## src/rtl/assert_macros.svh

```systemverilog
// ----------------------------------------------------------------------------
// Assertion macros
// Clocked on clk, disabled while arst_n is low.
// ----------------------------------------------------------------------------
`ifndef ASSERT_MACROS_SVH
`define ASSERT_MACROS_SVH

// same-cycle implication
`define ACMR_ASSERT_IMP(lbl, ante, cons, msg) \
	lbl: assert property (@(posedge clk) disable iff (!arst_n) (ante) |-> (cons)) \
		else $error(msg);

// next-cycle implication
`define ACMR_ASSERT_NXT(lbl, ante, cons, msg) \
	lbl: assert property (@(posedge clk) disable iff (!arst_n) (ante) |=> (cons)) \
		else $error(msg);

`endif

```

## src/rtl/acmr_pkg.sv

```systemverilog
// ----------------------------------------------------------------------------
// acmr_pkg
// Shared constants, codes and helpers of the access-checked message ring.
// ----------------------------------------------------------------------------
`default_nettype none

package acmr_pkg;

	localparam int SLOTS_DEF     = 16;
	localparam int MSG_BYTES_DEF = 8;

	localparam int CFG_IDX_W  = 2;
	localparam int CFG_DATA_W = 8;

	localparam logic [CFG_IDX_W-1:0] REG_SLOTS_IN_USE = 2'd0;
	localparam logic [CFG_IDX_W-1:0] REG_MAX_LEN      = 2'd1;

	localparam logic [4:0] SLOTS_IN_USE_RST = 5'd16;
	localparam logic [3:0] MAX_LEN_RST      = 4'd8;
	localparam logic [4:0] COUNT_SAT        = 5'd31;

	typedef enum logic [1:0] {
		MODE_PUSH   = 2'd0,
		MODE_POP    = 2'd1,
		MODE_EXPIRE = 2'd2,
		MODE_CLEAR  = 2'd3
	} mode_t;

	typedef enum logic [2:0] {
		STAT_OK       = 3'd0,
		STAT_TOO_LONG = 3'd1,
		STAT_FULL     = 3'd2,
		STAT_EMPTY    = 3'd3,
		STAT_DENIED   = 3'd4
	} status_t;

	typedef enum logic [1:0] {
		ST_IDLE,
		ST_WORK,
		ST_WAIT
	} state_t;

	// keeps the low len bytes of a 64-bit word
	function automatic logic [63:0] byte_mask(input logic [3:0] len);
		logic [63:0] m;
		m = '0;
		for (int i = 0; i < 8; i++) begin
			m[8*i +: 8] = (4'(i) < len) ? 8'hFF : 8'h00;
		end
		return m;
	endfunction

endpackage

`default_nettype wire

```

## src/rtl/acmr_ifs.sv

```systemverilog
// ----------------------------------------------------------------------------
// acmr channel interfaces
// Request, response and register-write channels with valid/ready.
// ----------------------------------------------------------------------------
`default_nettype none

interface acmr_req_if;
	logic        valid;
	logic        ready;
	logic [1:0]  mode;
	logic [63:0] payload;
	logic [3:0]  length;
	logic [31:0] user_id;
	logic [31:0] group_id;
	logic [47:0] stamp;
	logic [47:0] expiry_limit;

	modport source (output valid, mode, payload, length, user_id, group_id, stamp,
		expiry_limit, input ready);
	modport sink (input valid, mode, payload, length, user_id, group_id, stamp,
		expiry_limit, output ready);
endinterface

interface acmr_rsp_if;
	logic        valid;
	logic        ready;
	logic [2:0]  status;
	logic [3:0]  out_length;
	logic [63:0] out_payload;
	logic [4:0]  aged_count;
	logic [4:0]  message_count;

	modport source (output valid, status, out_length, out_payload, aged_count,
		message_count, input ready);
	modport sink (input valid, status, out_length, out_payload, aged_count,
		message_count, output ready);
endinterface

interface acmr_cfg_if;
	logic       valid;
	logic       ready;
	logic [1:0] index;
	logic [7:0] data;

	modport source (output valid, index, data, input ready);
	modport sink (input valid, index, data, output ready);
endinterface

`default_nettype wire

```

## src/rtl/access_checked_message_ring.sv

```systemverilog
// ----------------------------------------------------------------------------
// access_checked_message_ring
// Circular queue of owned message slots with push, pop, expire and clear.
// ----------------------------------------------------------------------------
//  channel | dir | transfer carries
//  --------+-----+-------------------------------------------------------------
//  req     | in  | mode, payload, length, user_id, group_id, stamp, expiry_limit
//  rsp     | out | status, out_length, out_payload, aged_count, message_count
//  cfg     | in  | register index, data (always ready)
//
//  Push, pop and clear are accepted in idle, then finish in the work state on the slot read.
//  Expire removes one entry per step; each step passes through a wait state for the
//  registered read data of the slot memory.
//  Reset clears valid marks, indices and count at once; no clearing pass.
//  One result register: the next request is taken while a result waits, and
//  work stalls at completion only while that register is still occupied.
`default_nettype none

module access_checked_message_ring #(
	parameter int SLOTS     = acmr_pkg::SLOTS_DEF,
	parameter int MSG_BYTES = acmr_pkg::MSG_BYTES_DEF
) (
	input wire logic  clk,
	input wire logic  arst_n,
	acmr_req_if.sink  req,
	acmr_rsp_if.source rsp,
	acmr_cfg_if.sink  cfg
);

	import acmr_pkg::*;

	localparam int IDX_W = $clog2(SLOTS);
	localparam int CNT_W = $clog2(SLOTS + 1);
	localparam int PAY_W = 8 * MSG_BYTES;
	localparam int REC_W = PAY_W + 4 + 32 + 32 + 48;
	localparam int CMP_W = (IDX_W + 1 > 6) ? IDX_W + 1 : 6;
	localparam int SAT_W = (CNT_W > 5) ? CNT_W : 5;

	// registers
	logic [4:0]       slots_in_use_q;
	logic [3:0]       max_len_q;
	logic [SLOTS-1:0] slot_valid_q;
	logic [IDX_W-1:0] wr_idx_q, rd_idx_q;
	logic [CNT_W-1:0] held_cnt_q;
	state_t           state_q, state_d;

	mode_t            mode_q;
	logic [PAY_W-1:0] payload_q;
	logic [3:0]       length_q;
	logic [31:0]      uid_q, gid_q;
	logic [47:0]      stamp_q, limit_q;
	logic [4:0]       before_q;
	logic [4:0]       exp_cnt_q;

	logic             out_valid_q;
	status_t          out_status_q;
	logic [3:0]       out_len_q;
	logic [PAY_W-1:0] out_pay_q;
	logic [4:0]       out_exp_q;
	logic [4:0]       out_cnt_q;

	// slot memory
	logic [REC_W-1:0] wr_rec, rd_rec_s1;
	logic [PAY_W-1:0] rec_pay;
	logic [3:0]       rec_len;
	logic [31:0]      rec_user, rec_group;
	logic [47:0]      rec_stamp;

	// datapath
	logic [CMP_W-1:0] cfg_ext, ring_n;
	logic [IDX_W-1:0] wr_adv, rd_adv;
	logic [3:0]       lim;
	logic [SAT_W-1:0] held_ext;
	logic [4:0]       held_sat;
	logic             vld_rd, vld_wr, access_ok, exp_go, out_free;
	logic             fin, step, push_ok, pop_ok, clr;
	status_t          res_status;
	logic [3:0]       res_len;
	logic [PAY_W-1:0] res_pay;
	logic             in_xfer;

	assign in_xfer = req.valid && req.ready;

	// ring size and index advance
	always_comb begin
		cfg_ext = CMP_W'(slots_in_use_q);
		if (cfg_ext == '0) begin
			ring_n = CMP_W'(1);
		end else if (cfg_ext > CMP_W'(SLOTS)) begin
			ring_n = CMP_W'(SLOTS);
		end else begin
			ring_n = cfg_ext;
		end
	end

	assign wr_adv = (CMP_W'(wr_idx_q) + CMP_W'(1) >= ring_n) ? '0 : wr_idx_q + IDX_W'(1);
	assign rd_adv = (CMP_W'(rd_idx_q) + CMP_W'(1) >= ring_n) ? '0 : rd_idx_q + IDX_W'(1);

	assign lim      = (max_len_q > 4'(MSG_BYTES)) ? 4'(MSG_BYTES) : max_len_q;
	assign held_ext = SAT_W'(held_cnt_q);
	assign held_sat = (held_ext > SAT_W'(COUNT_SAT)) ? COUNT_SAT : held_ext[4:0];

	assign {rec_pay, rec_len, rec_user, rec_group, rec_stamp} = rd_rec_s1;

	assign vld_rd    = slot_valid_q[rd_idx_q];
	assign vld_wr    = slot_valid_q[wr_idx_q];
	assign access_ok = (uid_q == '0) || (uid_q == rec_user) || (gid_q == rec_group);
	assign exp_go    = vld_rd && (rec_stamp < limit_q);
	assign out_free  = !out_valid_q || rsp.ready;

	// result of the item under work
	always_comb begin
		res_status = STAT_OK;
		res_len    = '0;
		res_pay    = '0;
		case (mode_q)
			MODE_PUSH: begin
				if (length_q > lim) begin
					res_status = STAT_TOO_LONG;
				end else if (vld_wr) begin
					res_status = STAT_FULL;
				end else begin
					res_len = length_q;
				end
			end
			MODE_POP: begin
				if (!vld_rd) begin
					res_status = STAT_EMPTY;
				end else if (!access_ok) begin
					res_status = STAT_DENIED;
				end else begin
					res_len = rec_len;
					res_pay = rec_pay & PAY_W'(byte_mask(rec_len));
				end
			end
			default: begin
			end
		endcase
	end

	// sequencer
	always_comb begin
		state_d = state_q;
		fin     = 1'b0;
		step    = 1'b0;
		unique case (state_q)
			ST_IDLE: begin
				if (req.valid) begin
					state_d = ST_WORK;
				end
			end
			ST_WORK: begin
				if (mode_q == MODE_EXPIRE && exp_go) begin
					step    = 1'b1;
					state_d = ST_WAIT;
				end else if (out_free) begin
					fin     = 1'b1;
					state_d = ST_IDLE;
				end
			end
			ST_WAIT: begin
				// read data follows the new tail index
				state_d = ST_WORK;
			end
			default: begin
				state_d = ST_IDLE;
			end
		endcase
	end

	assign req.ready = (state_q == ST_IDLE);
	assign cfg.ready = 1'b1;

	assign push_ok = fin && (mode_q == MODE_PUSH) && (res_status == STAT_OK);
	assign pop_ok  = fin && (mode_q == MODE_POP) && (res_status == STAT_OK);
	assign clr     = fin && (mode_q == MODE_CLEAR);

	assign wr_rec = {payload_q & PAY_W'(byte_mask(length_q)), length_q, uid_q, gid_q, stamp_q};

	acmr_slot_mem #(
		.DEPTH (SLOTS),
		.WIDTH (REC_W)
	) u_slot_mem (
		.clk        (clk),
		.we         (push_ok),
		.wr_addr    (wr_idx_q),
		.wr_data    (wr_rec),
		.rd_addr    (rd_idx_q),
		.rd_data_s1 (rd_rec_s1)
	);

	always_ff @(posedge clk or negedge arst_n) begin
		if (!arst_n) begin
			state_q <= ST_IDLE;
		end else begin
			state_q <= state_d;
		end
	end

	// configuration registers
	always_ff @(posedge clk or negedge arst_n) begin
		if (!arst_n) begin
			slots_in_use_q <= SLOTS_IN_USE_RST;
			max_len_q      <= MAX_LEN_RST;
		end else if (cfg.valid && cfg.ready) begin
			unique case (cfg.index)
				REG_SLOTS_IN_USE: slots_in_use_q <= cfg.data[4:0];
				REG_MAX_LEN:      max_len_q      <= cfg.data[3:0];
				default: begin
				end
			endcase
		end
	end

	// ring control state
	always_ff @(posedge clk or negedge arst_n) begin
		if (!arst_n) begin
			slot_valid_q <= '0;
			wr_idx_q     <= '0;
			rd_idx_q     <= '0;
			held_cnt_q   <= '0;
		end else if (clr) begin
			slot_valid_q <= '0;
			wr_idx_q     <= '0;
			rd_idx_q     <= '0;
			held_cnt_q   <= '0;
		end else if (push_ok) begin
			slot_valid_q[wr_idx_q] <= 1'b1;
			wr_idx_q               <= wr_adv;
			held_cnt_q             <= held_cnt_q + CNT_W'(1);
		end else if (pop_ok || step) begin
			slot_valid_q[rd_idx_q] <= 1'b0;
			rd_idx_q               <= rd_adv;
			held_cnt_q             <= held_cnt_q - CNT_W'(1);
		end
	end

	// captured request
	always_ff @(posedge clk) begin
		if (in_xfer) begin
			mode_q    <= mode_t'(req.mode);
			payload_q <= req.payload[PAY_W-1:0];
			length_q  <= req.length;
			uid_q     <= req.user_id;
			gid_q     <= req.group_id;
			stamp_q   <= req.stamp;
			limit_q   <= req.expiry_limit;
			before_q  <= held_sat;
		end
	end

	always_ff @(posedge clk or negedge arst_n) begin
		if (!arst_n) begin
			exp_cnt_q <= '0;
		end else if (in_xfer) begin
			exp_cnt_q <= '0;
		end else if (step && exp_cnt_q != COUNT_SAT) begin
			exp_cnt_q <= exp_cnt_q + 5'd1;
		end
	end

	// result register
	always_ff @(posedge clk or negedge arst_n) begin
		if (!arst_n) begin
			out_valid_q <= 1'b0;
		end else if (fin) begin
			out_valid_q <= 1'b1;
		end else if (rsp.ready) begin
			out_valid_q <= 1'b0;
		end
	end

	always_ff @(posedge clk) begin
		if (fin) begin
			out_status_q <= res_status;
			out_len_q    <= res_len;
			out_pay_q    <= res_pay;
			out_exp_q    <= (mode_q == MODE_EXPIRE) ? exp_cnt_q : 5'd0;
			out_cnt_q    <= before_q;
		end
	end

	assign rsp.valid         = out_valid_q;
	assign rsp.status        = out_status_q;
	assign rsp.out_length    = out_len_q;
	assign rsp.out_payload   = 64'(out_pay_q);
	assign rsp.aged_count    = out_exp_q;
	assign rsp.message_count = out_cnt_q;

	`include "assert_macros.svh"

	`ACMR_ASSERT_IMP(a_cnt, 1'b1, held_cnt_q == CNT_W'($countones(slot_valid_q)), "count off marks")
	`ACMR_ASSERT_NXT(a_clear_empties, clr, {slot_valid_q, rd_idx_q, wr_idx_q} == '0, "ring not empty")
	`ACMR_ASSERT_NXT(a_pop_dec, pop_ok, held_cnt_q == $past(held_cnt_q) - CNT_W'(1), "pop miscount")
	`ACMR_ASSERT_IMP(a_step_in_walk, step, mode_q == MODE_EXPIRE && vld_rd, "stray expire step")

endmodule

`default_nettype wire

```

## src/rtl/acmr_slot_mem.sv

```systemverilog
// ----------------------------------------------------------------------------
// acmr_slot_mem
// Slot record memory: one write port, one read port, registered read data.
// ----------------------------------------------------------------------------
`default_nettype none

module acmr_slot_mem #(
	parameter int DEPTH = 16,
	parameter int WIDTH = 184
) (
	input  wire logic                     clk,
	input  wire logic                     we,
	input  wire logic [$clog2(DEPTH)-1:0] wr_addr,
	input  wire logic [WIDTH-1:0]         wr_data,
	input  wire logic [$clog2(DEPTH)-1:0] rd_addr,
	output logic      [WIDTH-1:0]         rd_data_s1
);

	logic [WIDTH-1:0] mem [DEPTH];

	always_ff @(posedge clk) begin
		if (we) begin
			mem[wr_addr] <= wr_data;
		end
	end

	always_ff @(posedge clk) begin
		rd_data_s1 <= mem[rd_addr];
	end

endmodule

`default_nettype wire
```

## src/flat_wrapper.sv

```systemverilog
// flat-port wrapper written by rule: the top's interface ports become plain ports
module access_checked_message_ring_flat import acmr_pkg::*;
#(
	parameter int SLOTS     = acmr_pkg::SLOTS_DEF,
	parameter int MSG_BYTES = acmr_pkg::MSG_BYTES_DEF
)
  (clk, arst_n, req_valid, req_mode, req_payload, req_length, req_user_id, req_group_id, req_stamp, req_expiry_limit, req_ready, rsp_valid, rsp_status, rsp_out_length, rsp_out_payload, rsp_aged_count, rsp_message_count, rsp_ready, cfg_valid, cfg_index, cfg_data, cfg_ready);
  acmr_req_if req_i ();
  acmr_rsp_if rsp_i ();
  acmr_cfg_if cfg_i ();
  input wire logic clk;
  input wire logic arst_n;
  input wire logic [$bits(req_i.valid)-1:0] req_valid;
  input wire logic [$bits(req_i.mode)-1:0] req_mode;
  input wire logic [$bits(req_i.payload)-1:0] req_payload;
  input wire logic [$bits(req_i.length)-1:0] req_length;
  input wire logic [$bits(req_i.user_id)-1:0] req_user_id;
  input wire logic [$bits(req_i.group_id)-1:0] req_group_id;
  input wire logic [$bits(req_i.stamp)-1:0] req_stamp;
  input wire logic [$bits(req_i.expiry_limit)-1:0] req_expiry_limit;
  output wire logic [$bits(req_i.ready)-1:0] req_ready;
  output wire logic [$bits(rsp_i.valid)-1:0] rsp_valid;
  output wire logic [$bits(rsp_i.status)-1:0] rsp_status;
  output wire logic [$bits(rsp_i.out_length)-1:0] rsp_out_length;
  output wire logic [$bits(rsp_i.out_payload)-1:0] rsp_out_payload;
  output wire logic [$bits(rsp_i.aged_count)-1:0] rsp_aged_count;
  output wire logic [$bits(rsp_i.message_count)-1:0] rsp_message_count;
  input wire logic [$bits(rsp_i.ready)-1:0] rsp_ready;
  input wire logic [$bits(cfg_i.valid)-1:0] cfg_valid;
  input wire logic [$bits(cfg_i.index)-1:0] cfg_index;
  input wire logic [$bits(cfg_i.data)-1:0] cfg_data;
  output wire logic [$bits(cfg_i.ready)-1:0] cfg_ready;
  assign req_i.valid = req_valid;
  assign req_i.mode = req_mode;
  assign req_i.payload = req_payload;
  assign req_i.length = req_length;
  assign req_i.user_id = req_user_id;
  assign req_i.group_id = req_group_id;
  assign req_i.stamp = req_stamp;
  assign req_i.expiry_limit = req_expiry_limit;
  assign req_ready = req_i.ready;
  assign rsp_valid = rsp_i.valid;
  assign rsp_status = rsp_i.status;
  assign rsp_out_length = rsp_i.out_length;
  assign rsp_out_payload = rsp_i.out_payload;
  assign rsp_aged_count = rsp_i.aged_count;
  assign rsp_message_count = rsp_i.message_count;
  assign rsp_i.ready = rsp_ready;
  assign cfg_i.valid = cfg_valid;
  assign cfg_i.index = cfg_index;
  assign cfg_i.data = cfg_data;
  assign cfg_ready = cfg_i.ready;
  access_checked_message_ring #(.SLOTS(SLOTS), .MSG_BYTES(MSG_BYTES)) u_core (.clk(clk), .arst_n(arst_n), .req(req_i), .rsp(rsp_i), .cfg(cfg_i));
endmodule
```

## config.mk

```make
export PLATFORM = sky130hd
export DESIGN_NAME = access_checked_message_ring_flat
export DESIGN_NICKNAME = d
export VERILOG_FILES = /design/src/rtl/acmr_pkg.sv /design/src/rtl/acmr_ifs.sv /design/src/rtl/access_checked_message_ring.sv /design/src/rtl/acmr_slot_mem.sv /design/src/flat_wrapper.sv
export VERILOG_INCLUDE_DIRS = /design/src /design/src/rtl
export SDC_FILE = /design/constraint.sdc
export NUM_CORES = 2
export LEC_CHECK = 0
export BUFFER_PORTS_ARGS = -buffer_cell sky130_fd_sc_hd__buf_4
export CAP_MARGIN = 20
export CORE_ASPECT_RATIO = 0.75
export CORE_MARGIN = 3
export CORE_UTILIZATION = 58
export DETAILED_ROUTE_END_ITERATION = 8
export GPL_ROUTABILITY_DRIVEN = 0
export HOLD_SLACK_MARGIN = 0.15
export PLACE_DENSITY = 0.75
export SKIP_CTS_REPAIR_TIMING = 1
export SLEW_MARGIN = 20
export SYNTH_ARGS = -nofsm -noshare
export SYNTH_HDL_FRONTEND = slang
export SYNTH_HIERARCHICAL = 1
export SYNTH_SLANG_ARGS = --single-unit
```

## constraint.sdc

```tcl
create_clock -name clk -period 20.8 [get_ports clk]
set_clock_uncertainty 0.2 [all_clocks]
set_input_delay 1.04 -clock clk [delete_from_list [all_inputs] [get_ports clk]]
set_output_delay 1.04 -clock clk [all_outputs]
set_load 0.02 [all_outputs]
```

==> results.txt <==
Async set-reset flop share out of synthesis -> 0.0134
Sequential fraction of the synthesis area -> 0.791
Syn_nets -> 6105
Area Growth Syn to Fin -> 13.5%
Clk root buf -> clkbuf_16
Cell mode on critical path -> buf_4
Worst-skew pair later-pin latency -> 0.87 ns
Router iterations before antenna repair -> 6
Horiz. Die Dim -> 547 um
Total Wirelength -> 292000 um
Final nets -> 6705
Vias in the first global route -> 61872
Netlist cell types -> 68
Worst hold-check path type -> in2reg
Final hold vios -> 0
Setup violations, final -> 0
CTS tree -> yes
Slowest-stage cell, CP -> buf_4
Buffers on Ports -> 324
Final Max Tran Viols -> 0
Leak Pwr -> 47.0 nW
Biggest area consumer among synthesized cells -> edfxtp_1
Pwr Density -> 125 mW/mm2
Ratio of cells with drive above 1 in the final layout -> 0.257
Post-synth EDFFs -> 3196
Die H -> 412 um
Placed Instance Area -> 0.133 mm2
Syn_area_per_cell -> 22.0 um2
Worst Path Max Fanout -> 52
Total gr overflow -> 0
Overall Power -> 18.0 mW
Via density -> 6.40
Final ANT Viol Nets -> 0
Headroom to the max-slew limit -> 0.109
Minimum clock period -> 7.31 ns
Status -> complete, no violations
Initial Util -> 0.585
Startpoint types -> register
Max Cap Violations -> 0
H-tree level count -> 5
Max rail drop VDD -> 0.130 mV
Slowest stage delay, CP -> 1.01 ns
Initial antenna violation count -> 17
Die area -> 0.225 mm2
Global routing usage on met1 -> 0.370
CORE AREA -> 0.218 mm2
Leading cell type by number of instances after synthesis -> edfxtp_1
Pin count of the biggest net entering global routing -> 149
Clk pin slew, worst setup/hold paths -> 0.06 ns
Fmax -> 0.137 GHz
Final instance area -> 0.145 mm2
Seq cells post-synth -> 3422
RSZ-0062 raised after global routing -> false
Buf/Inv on CP -> 4
Via count -> 61176
CTS Buffer Depth -> 4
Mapped Cells -> 5785
Share of Yosys cell area claimed by the top area cell type -> 0.753
Worst-path cell chain -> mux4_2 -> mux4_2 -> or4b_1 -> inv_2 -> nand3b_1 -> nor2_4 -> buf_4 -> buf_4 -> buf_4
CP Class -> reg2reg
M2 GR Usage -> 0.401
TritonCTS Buffers -> 318
I/O pins -> 329
Crit end category -> register
Avg WL per Cell -> 30.5 um
DP HPWL -> 148000 um
Worst Path Arrival -> 7.57 ns
Critical path's top delay family -> buffers and inverters
CP required -> 21.06 ns
Initial detailed-routing violation count -> 7959
Top_reg_cell synth -> edfxtp_1
Grt met3 use -> 0.0597
GR peak layer -> met2
Setup total negative slack -> 0 ns
Leading cell types by count after synthesis -> 3196 x edfxtp_1, 687 x mux4_2, 315 x a22oi_1
Residual DRC -> 0
First-pass GRT wire length -> 424000 um
Area of the mapped netlist -> 0.127 mm2
CTS sink cnt -> 3422
Synth area leaders -> edfxtp_1 75%, mux4_2 12%, dfxtp_1 2.8%
GRT Resource Usage Total -> 0.259
Rows -> 148
YS warnings -> 6
Slew @ Worst Pin -> 1.34 ns
Fin crit share -> 0.351
[layout make-up]
cell class | count | area (um2)
fillers | 13302 | 73100
clock inverters | 128 | 1290
multi-input cells | 2008 | 25100
diodes | 3 | 7.51
flip-flops and latches | 3422 | 101000
repair buffers | 558 | 4630
clock buffers | 442 | 8850
inverters | 77 | 292
well taps | 2925 | 3660
[metal layers]
| layer | wire (um) | vias to the layer above |
|---|---|---|
| li1 | - | 25224 |
| met1 | 112000 | 32037 |
| met2 | 139000 | 3416 |
| met3 | 30700 | 491 |
| met4 | 9920 | 8 |
| met5 | 53 | - |
[worst paths after layout]
check	start	to	slack, ns	cells past startpoint
setup reg to reg	u_core/wr_idx_q[1]	u_core/u_slot_mem/mem[7][123]	13.49	9
max in group asynchronous	arst_n	u_core/rd_idx_q[1]	19.26	2
min in group asynchronous	arst_n	u_core/exp_cnt_q[1]	0.60	2
hold reg to reg	u_core/before_q[3]	u_core/rsp.message_count[3]	0.23	0
setup / recovery	u_core/wr_idx_q[1]	u_core/u_slot_mem/mem[7][123]	13.49	9
hold / removal	req_user_id[5]	u_core/uid_q[5]	0.18	1
[placed cells by master (no fill, tap or decap), drive strengths merged, types with 78 or more instances in the layout]
cell / count
a22oi: 315
dfxtp: 180
inv: 84
clkinv: 96
nand2: 204
clkbuf: 442
and2: 78
mux2: 87
buf: 450
mux4: 687
nor2b: 90
dlygate4sd3: 108
edfxtp: 3196
[through the flow]
stage | instances | worst slack (ns) | hold WS, ns | utilization
global placement | 8881 | 13.73 | 0.210 | 0.612
CTS | 9451 | 13.55 | -0.000112 | 0.659
detailed placement | 8881 | 13.65 | 0.215 | 0.612
finish | 9563 | 13.49 | 0.177 | 0.664
floorplan | 5785 | 4.70 | 0.200 | -
global route | 9562 | 13.32 | 0.147 | 0.664
[power breakdown]
group,total [mW],leakage [nW],internal [mW],switching (mW)
Clock,5.69,4.96,3.26,2.43
Combinational,3.73,11.0,1.68,2.05
Sequential,8.63,31.1,8.21,0.422
[flip-flops by register name (all words and copies together), names as in the netlist, 32 cells and up]
| name | cells |
|---|---|
| u_core/gid_q | 32 |
| u_core/uid_q | 32 |
| u_core/stamp_q | 48 |
| u_core/u_slot_mem/mem | 2880 |
| u_core/payload_q | 64 |
| u_core/u_slot_mem/rd_data_s1 | 180 |
| u_core/rsp.out_payload | 64 |
| u_core/limit_q | 48 |
[worst reg2reg max path, stage by stage (launching register included)]
cell	delay (ns)
dfrtp_1	0.82
mux4_2	0.62
mux4_2	0.55
or4b_1	0.99
inv_2	0.36
nand3b_1	0.36
nor2_4	0.21
buf_4	0.74
buf_4	0.92
buf_4	1.14
[cells by family (layout without fill, tap and decap cells)]
group | Yosys count | count (layout) | share of synthesized area
other cells | 1 | 4 | 0.0000294
buf+inv | 355 | 1205 | 0.0140
compound gates | 504 | 504 | 0.0287
mux | 806 | 806 | 0.132
flops | 3422 | 3422 | 0.791
fa+ha+maj | 75 | 75 | 0.00743
xor+xnor | 72 | 72 | 0.00495
simple gates | 550 | 550 | 0.0224
(Power assumes the default switching activity.)
